`config.mk`:
```
export PLATFORM = sky130hd
export DESIGN_NAME = adaptive_beat_detector_core
export DESIGN_NICKNAME = d
export VERILOG_FILES = /design/src/rtl/abd_pkg.sv /design/src/rtl/adaptive_beat_detector_core.sv
export SDC_FILE = /design/constraint.sdc
export NUM_CORES = 1
export LEC_CHECK = 0
export BUFFER_PORTS_ARGS = -buffer_cell sky130_fd_sc_hd__clkbuf_2
export CORE_AREA = 5 5 217 219
export CTS_CLUSTER_SIZE = 10
export DETAILED_ROUTE_END_ITERATION = 12
export DIE_AREA = 0 0 222 224
export PLACE_DENSITY = 0.77
export SLEW_MARGIN = 20
export SYNTH_ARGS = -nofsm -noshare
export SYNTH_HDL_FRONTEND = slang
export SYNTH_SLANG_ARGS = --single-unit
```
`constraint.sdc`:
```
create_clock -name clock -period 6.36 [get_ports clock]
set_clock_uncertainty 0.2 [all_clocks]
set_input_delay 1.908 -clock clock [delete_from_list [all_inputs] [get_ports clock]]
set_output_delay 1.908 -clock clock [all_outputs]
set_load 0.02 [all_outputs]
```
`src/rtl/abd_pkg.sv`:
```
// Package for the adaptive beat detector: field widths, register indexes,
// register reset values, state codes and serial step counts.
// Has no dependencies; imported by adaptive_beat_detector_core.
package abd_pkg;

   // field widths
   localparam int TimeW   = 32;
   localparam int FreqW   = 14;
   localparam int MagW    = 24;
   localparam int RatioW  = 10;
   localparam int RefrW   = 16;
   localparam int CountW  = 10;
   localparam int LevelW  = 8;
   localparam int AvgW    = 32;
   localparam int FracW   = 8;
   localparam int ProdW   = AvgW + RatioW;
   localparam int CsrIdxW = 3;
   localparam int CsrDatW = 16;

   // serial step counts
   localparam int DivSteps = AvgW;
   localparam int MulSteps = RatioW;
   localparam int StepW    = 5;

   // register indexes
   localparam logic [CsrIdxW-1:0] RegFreqLimit   = 3'd0;
   localparam logic [CsrIdxW-1:0] RegMagRatio    = 3'd1;
   localparam logic [CsrIdxW-1:0] RegRefractory  = 3'd2;
   localparam logic [CsrIdxW-1:0] RegCountLimit  = 3'd3;
   localparam logic [CsrIdxW-1:0] RegCountRestart = 3'd4;
   localparam logic [CsrIdxW-1:0] RegFadeStart   = 3'd5;

   // register reset values
   localparam logic [FreqW-1:0]  FreqLimitReset    = 14'd150;
   localparam logic [RatioW-1:0] MagRatioReset     = 10'd294;
   localparam logic [RefrW-1:0]  RefractoryReset   = 16'd333;
   localparam logic [CountW-1:0] CountLimitReset   = 10'd500;
   localparam logic [CountW-1:0] CountRestartReset = 10'd100;
   localparam logic [LevelW-1:0] FadeStartReset    = 8'd100;

   // sequencer state codes
   localparam logic [2:0] StIdle = 3'd0;
   localparam logic [2:0] StDiv  = 3'd1;
   localparam logic [2:0] StUpd  = 3'd2;
   localparam logic [2:0] StMul  = 3'd3;
   localparam logic [2:0] StFin  = 3'd4;

endpackage

```
`src/rtl/adaptive_beat_detector_core.sv`:
```
// Adaptive beat detector core: bit-serial running-average update and
// bit-serial ratio multiply with a beat and fade decision per transaction.
// Depends on abd_pkg.
//
// A pass inside the refractory window goes from accept straight to the finish state;
// an analyzed pass runs 32 divide steps, update, 10 multiply steps, then the decision.
// A new transaction is taken only in the idle state, once the last one has committed;
// the divider and multiplier work one bit per cycle; a waiting result blocks the commit.
// Reset (synchronous, active high): registers take their reset values, the
// average and last beat time go to zero, the count to one, the fade to zero.
module adaptive_beat_detector_core
   import abd_pkg::*;
(
   input  logic               clock,
   input  logic               reset,
   // input channel
   input  logic               req_valid,
   output logic               req_ready,
   input  logic [TimeW-1:0]   req_now_ms,
   input  logic [FreqW-1:0]   req_peak_freq_hz,
   input  logic [MagW-1:0]    req_low_band_mag,
   // result channel
   output logic               rsp_valid,
   input  logic               rsp_ready,
   output logic [LevelW-1:0]  rsp_brightness,
   output logic               rsp_beat,
   output logic               rsp_analyzed,
   output logic [MagW-1:0]    rsp_average_mag,
   // configuration port
   input  logic               csr_we,
   input  logic [CsrIdxW-1:0] csr_index,
   input  logic [CsrDatW-1:0] csr_wdata
);

   // configuration registers
   logic [FreqW-1:0]  freq_limit_ff;
   logic [RatioW-1:0] mag_ratio_ff;
   logic [RefrW-1:0]  refractory_ff;
   logic [CountW-1:0] count_limit_ff;
   logic [CountW-1:0] count_restart_ff;
   logic [LevelW-1:0] fade_start_ff;

   // detector state
   logic [AvgW-1:0]   avg_ff, avg_in;
   logic [CountW-1:0] count_ff, count_in;
   logic [TimeW-1:0]  last_beat_ff, last_beat_in;
   logic [LevelW-1:0] fade_ff, fade_in;

   // sequencer
   logic [2:0]        state_ff, state_in;
   logic [StepW-1:0]  step_ff, step_in;

   // per-transaction working registers
   logic [TimeW-1:0]  now_ff, now_in;
   logic [FreqW-1:0]  freq_ff, freq_in;
   logic [MagW-1:0]   mag_ff, mag_in;
   logic              analyzed_ff, analyzed_in;
   logic              neg_ff, neg_in;
   logic [AvgW-1:0]   quo_ff, quo_in;
   logic [CountW-1:0] rem_ff, rem_in;
   logic [CountW-1:0] divisor_ff, divisor_in;
   logic [RatioW-1:0] ratio_sh_ff, ratio_sh_in;
   logic [ProdW-1:0]  acc_ff, acc_in;

   // output register
   logic              out_valid_ff, out_valid_in;
   logic [LevelW-1:0] out_bright_ff, out_bright_in;
   logic              out_beat_ff, out_beat_in;
   logic              out_analyzed_ff, out_analyzed_in;
   logic [MagW-1:0]   out_avg_ff, out_avg_in;

   // combinational helpers
   logic              accept;
   logic              commit;
   logic [TimeW-1:0]  elapsed;
   logic [AvgW-1:0]   target;
   logic [CountW:0]   rem_sh;
   logic              rem_ge;
   logic [CountW:0]   count_inc;
   logic              beat;
   logic [LevelW-1:0] level;

   assign req_ready       = (state_ff == StIdle);
   assign accept          = req_valid && req_ready;
   assign commit          = (state_ff == StFin) && (!out_valid_ff || rsp_ready);
   assign rsp_valid       = out_valid_ff;
   assign rsp_brightness  = out_bright_ff;
   assign rsp_beat        = out_beat_ff;
   assign rsp_analyzed    = out_analyzed_ff;
   assign rsp_average_mag = out_avg_ff;

   // refractory check and divide setup
   assign elapsed = req_now_ms - last_beat_ff;
   assign target  = {req_low_band_mag, {FracW{1'b0}}};

   // one restoring divide step
   assign rem_sh = {rem_ff, quo_ff[AvgW-1]};
   assign rem_ge = (rem_sh >= {1'b0, divisor_ff});

   // count advance with restart
   assign count_inc = {1'b0, count_ff} + {{CountW{1'b0}}, 1'b1};

   // beat decision and fade
   assign beat  = analyzed_ff && (freq_ff < freq_limit_ff) &&
                  ({{(ProdW-MagW-2*FracW){1'b0}}, mag_ff, {(2*FracW){1'b0}}} > acc_ff);
   assign level = beat ? fade_start_ff : fade_ff;

   // next-state logic
   always_comb begin
      state_in        = state_ff;
      step_in         = step_ff;
      now_in          = now_ff;
      freq_in         = freq_ff;
      mag_in          = mag_ff;
      analyzed_in     = analyzed_ff;
      neg_in          = neg_ff;
      quo_in          = quo_ff;
      rem_in          = rem_ff;
      divisor_in      = divisor_ff;
      ratio_sh_in     = ratio_sh_ff;
      acc_in          = acc_ff;
      avg_in          = avg_ff;
      count_in        = count_ff;
      last_beat_in    = last_beat_ff;
      fade_in         = fade_ff;
      out_valid_in    = out_valid_ff && !rsp_ready;
      out_bright_in   = out_bright_ff;
      out_beat_in     = out_beat_ff;
      out_analyzed_in = out_analyzed_ff;
      out_avg_in      = out_avg_ff;

      unique case (state_ff)
         StIdle: begin
            if (accept) begin
               now_in      = req_now_ms;
               freq_in     = req_peak_freq_hz;
               mag_in      = req_low_band_mag;
               analyzed_in = (elapsed > {{(TimeW-RefrW){1'b0}}, refractory_ff});
               neg_in      = (target < avg_ff);
               quo_in      = (target < avg_ff) ? (avg_ff - target) : (target - avg_ff);
               rem_in      = '0;
               divisor_in  = (count_ff == '0) ? {{(CountW-1){1'b0}}, 1'b1} : count_ff;
               step_in     = StepW'(DivSteps - 1);
               state_in    = (elapsed > {{(TimeW-RefrW){1'b0}}, refractory_ff}) ?
                             StDiv : StFin;
            end
         end
         StDiv: begin
            quo_in = {quo_ff[AvgW-2:0], rem_ge};
            rem_in = rem_ge ? CountW'(rem_sh - {1'b0, divisor_ff}) : rem_sh[CountW-1:0];
            if (step_ff == '0) begin
               state_in = StUpd;
            end else begin
               step_in = step_ff - 1'b1;
            end
         end
         StUpd: begin
            // quotient magnitude moves the average toward the target
            avg_in      = neg_ff ? (avg_ff - quo_ff) : (avg_ff + quo_ff);
            count_in    = (count_inc > {1'b0, count_limit_ff}) ? count_restart_ff :
                          count_inc[CountW-1:0];
            acc_in      = '0;
            ratio_sh_in = mag_ratio_ff;
            step_in     = StepW'(MulSteps - 1);
            state_in    = StMul;
         end
         StMul: begin
            // msb-first shift and add of the ratio bits
            acc_in      = {acc_ff[ProdW-2:0], 1'b0} +
                          (ratio_sh_ff[RatioW-1] ? {{RatioW{1'b0}}, avg_ff} : '0);
            ratio_sh_in = {ratio_sh_ff[RatioW-2:0], 1'b0};
            if (step_ff == '0) begin
               state_in = StFin;
            end else begin
               step_in = step_ff - 1'b1;
            end
         end
         StFin: begin
            if (commit) begin
               if (beat) begin
                  last_beat_in = now_ff;
               end
               fade_in         = (level != '0) ? (level - 1'b1) : level;
               out_valid_in    = 1'b1;
               out_bright_in   = level;
               out_beat_in     = beat;
               out_analyzed_in = analyzed_ff;
               out_avg_in      = avg_ff[AvgW-1:FracW];
               state_in        = StIdle;
            end
         end
         default: begin
            state_in = StIdle;
         end
      endcase
   end

   // control, configuration and detector state
   always_ff @(posedge clock) begin
      if (reset) begin
         state_ff         <= StIdle;
         out_valid_ff     <= 1'b0;
         avg_ff           <= '0;
         count_ff         <= {{(CountW-1){1'b0}}, 1'b1};
         last_beat_ff     <= '0;
         fade_ff          <= '0;
         freq_limit_ff    <= FreqLimitReset;
         mag_ratio_ff     <= MagRatioReset;
         refractory_ff    <= RefractoryReset;
         count_limit_ff   <= CountLimitReset;
         count_restart_ff <= CountRestartReset;
         fade_start_ff    <= FadeStartReset;
      end else begin
         state_ff     <= state_in;
         out_valid_ff <= out_valid_in;
         avg_ff       <= avg_in;
         count_ff     <= count_in;
         last_beat_ff <= last_beat_in;
         fade_ff      <= fade_in;
         if (csr_we) begin
            unique case (csr_index)
               RegFreqLimit:    freq_limit_ff    <= csr_wdata[FreqW-1:0];
               RegMagRatio:     mag_ratio_ff     <= csr_wdata[RatioW-1:0];
               RegRefractory:   refractory_ff    <= csr_wdata[RefrW-1:0];
               RegCountLimit:   count_limit_ff   <= csr_wdata[CountW-1:0];
               RegCountRestart: count_restart_ff <= csr_wdata[CountW-1:0];
               RegFadeStart:    fade_start_ff    <= csr_wdata[LevelW-1:0];
               default: begin
               end
            endcase
         end
      end
   end

   // working and payload registers
   always_ff @(posedge clock) begin
      step_ff         <= step_in;
      now_ff          <= now_in;
      freq_ff         <= freq_in;
      mag_ff          <= mag_in;
      analyzed_ff     <= analyzed_in;
      neg_ff          <= neg_in;
      quo_ff          <= quo_in;
      rem_ff          <= rem_in;
      divisor_ff      <= divisor_in;
      ratio_sh_ff     <= ratio_sh_in;
      acc_ff          <= acc_in;
      out_bright_ff   <= out_bright_in;
      out_beat_ff     <= out_beat_in;
      out_analyzed_ff <= out_analyzed_in;
      out_avg_ff      <= out_avg_in;
   end

endmodule

```
==> results.md <==
* Io pins at 130
* Port buffer count at 129
* Final #Nets at 3,182
* # Post-CTS Setup Buffers at 0
* Synth Net Count at 3,098
* GRT Total Usage at 24.6%
* HP Class: reg2reg
* Post-CTS Hold Fix Bufs at 0
* WL final at 63,300 um
* Initial Util at 54.2%
* Worst EP required at 6.47 ns
* Die Wd at 222 um
* Clk slew on worst S/H paths at 0.06 ns
* Area growth, synth to finish at 10.5%
* Status: finished, final reports clean
* Peak Freq at 0.168 GHz
* Drt first pass iters at 8
* Synth top cells by count: 417 x nand2_1, 285 x a21oi_1, 220 x ha_1
* Ys async rst share at 0%
* Seq/Total Area, Yosys at 39.2%
* Critical Path End Type: register
* Slew Viols, Final at 0
* Mux share of post-synthesis cell area at 1.09%
* Routed via count at 20.6k
* Static leakage at 11.1 nW
* Mapped Area at 0.0243 mm^2
* Initial antenna violation count at 1
* Clk buf depth at 3
* Maximum VDD drop at 0.238 mV
* Crit Path Category: in2reg
* H-tree level count at 2
* Top post-synthesis cells by area: edfxtp_1 27%, dfxtp_1 13%, ha_1 11%
* Synth Area in Compound Gates at 18.8%
* Yosys warning count at 0
* WP data arrival at 6.04 ns
* Post-synthesis adder-cell area fraction at 11.7%
* Global route total overflow at 0
* Slew HR at 32.4%
* Residual DRC at 0
* Post-synthesis simple-gate area fraction at 18.4%
* Clock Latency Late Sink at 0.58 ns
* Max Fanout on Critical Path at 3
* Post-synth EDFFs at 215
* Synth cell types at 89
* TritonCTS clock tree: yes
* Avg WL per Cell at 18.1 um
* CP Launch Type: primary input
* Post-CTS resize count at 0
* Total CTS buffers at 45
* Post-Synth XOR/XNOR Area at 5.51%
* Flops & latches, synth at 369
* Place WS at -0.0933 ns
* Most common cell in the synthesized netlist: nand2_1
* Tcrit/Tclk final at 93.3%
* Synth top area share at 26.6%
* Die height at 224 um
* Sink Count at 369
* Final hold vios at 0
* First-pass GRT wire length at 102,000 um
* Final RePlAce weighted congestion at 0.915
* Vias in the first global route at 20.2k
* Antenna diode count at 0
* Row count at 78
* Vias per Instance at 5.87
* Synth area leader: edfxtp_1
* Root Buffer: clkbuf_16
* Mapped Cells at 2,779
* Max cap viols at 0
* Main synth FF type: edfxtp_1
* Die ar. at 0.0497 mm^2
* Worst-Margin Slew at 1.01 ns
* Pwr dens at 229 mW/mm^2
* Worst Setup Slack, final at 0.425 ns
* Layout cells sized above 1 at 9.45%
* Setup Viol. Count Final at 0
* Main combinational cell family by area after synthesis: compound AO/OA/AOI/OAI gates
* Core area at 0.0449 mm^2
* Final TNS setup at 0 ns
* Starting DRT DRC Count at 1,572
* DP Wirelength at 46,900 um
* Avg Cell Area, Syn at 8.75 um^2
* Tmin final at 5.94 ns
* DRT antenna net count at 0
* RSZ-0062 raised after global routing: no
* Pin count of the biggest net entering global routing at 71
-- critical path: stages --
cell and delay (ns):
clkbuf_2 0.09, inv_1 0.04, ha_1 0.21, fa_1 0.40
nor2b_1 0.16, o31a_1 0.19, o21ai_0 0.13, nor2b_1 0.13
o21ai_0 0.08, nand2b_1 0.10, a21oi_1 0.08, o21bai_1 0.16
xor2_1 0.09, ha_1 0.28, nand4_1 0.11, or4_1 0.52
a21oi_1 0.19, or4b_1 0.49, nand4b_1 0.21, nor4b_1 0.32
nand3_1 0.13
-- layer usage --
metal	up-vias	part of all wire, %	track usage (%)
met5	-	0.032	0
met1	9741	41	30.1
li1	10100	-	-
met3	131	5.7	3.18
met2	625	49	43.8
met4	2	3.8	10.2
-- power by group --
group          internal, mW  switching [mW]  leakage (nW)
sequential             2.65          0.0810          3.28
combinational         0.392           0.587          7.14
clock                  1.44           0.987         0.676
total                  4.48            1.66          11.1
-- placed cells by master (no fill, tap or decap), types with 8 or more instances in the layout --
cell	n
nand2b_1	25
mux2_2	12
nor2_1	185
a31oi_1	19
o21ai_1	9
inv_1	212
or3_1	16
xor2_1	46
buf_4	25
clkbuf_1	24
o21a_1	26
clkbuf_2	128
nand3_1	66
mux2i_1	13
a211o_1	8
nand4_1	37
a21oi_1	285
nor2b_1	26
nor3_1	39
o211ai_1	37
nor4_1	15
a211oi_1	30
ha_1	220
dfxtp_1	154
o2111ai_1	10
xnor2_1	107
nand2_1	415
and3_1	23
and2_1	41
a22oi_1	10
or2_2	11
clkbuf_16	48
and4_1	8
o21bai_1	14
a21o_1	77
o21ai_0	112
edfxtp_1	215
-- per-stage QoR --
stage	cells	power (mW)	area, um^2	util [%]	hold slack, ns
5_1_grt	3498	6.40	26900	59.8	0.274
3_3_place_gp	3416	3.71	25500	56.7	0.240
6_report	3498	6.14	26900	59.8	0.253
2_1_floorplan	2779	3.48	24300	-	0.222
3_5_place_dp	3416	3.74	25500	56.7	0.248
4_1_cts	3498	6.17	26900	59.8	0.256
-- flip-flops by register name, summed over array words and instances (netlist names), 5 cells and up --
| signal | cells |
|---|---|
| acc_ff | 42 |
| avg_ff | 32 |
| last_beat_ff | 32 |
| now_ff | 32 |
| quo_ff | 32 |
| mag_ff | 24 |
| rsp_average_mag | 24 |
| refractory_ff | 16 |
| freq_ff | 14 |
| freq_limit_ff | 14 |
| count_ff | 10 |
| count_limit_ff | 10 |
| count_restart_ff | 10 |
| divisor_ff | 10 |
| mag_ratio_ff | 10 |
| ratio_sh_ff | 10 |
| rem_ff | 10 |
| fade_ff | 8 |
| fade_start_ff | 8 |
| rsp_brightness | 8 |
| step_ff | 5 |
-- area by class of cell --
| cell class | count | area, um^2 |
|---|---|---|
| sequential | 369 | 9540 |
| multi-input combinational | 2079 | 13500 |
| inverter | 214 | 807 |
| fill | 3905 | 18000 |
| clock buffer | 77 | 1360 |
| timing repair buffer | 154 | 848 |
| tap | 600 | 751 |
| clock inverter | 5 | 28.8 |
-- final timing paths --
path              cells past startpoint             from  slack [ns]               to
hold / removal                        2  last_beat_ff[4]        0.25  last_beat_ff[4]
hold reg to reg                       2  last_beat_ff[4]        0.25  last_beat_ff[4]
setup reg to reg                     19        quo_ff[0]        1.29       avg_ff[30]
setup / recovery                     21    req_now_ms[0]        0.42      analyzed_ff
-- cells by family (layout without fill, tap and decap cells) --
group | count (synthesis) | count (layout)
XOR/XNOR | 153 | 153
multiplexers | 25 | 25
flip-flops | 369 | 369
AND/OR/NAND/NOR | 954 | 954
AO/OA/AOI/OAI | 722 | 722
adder cells (fa/ha/maj) | 225 | 225
buffers and inverters | 331 | 450
(Power assumes the default switching activity.)
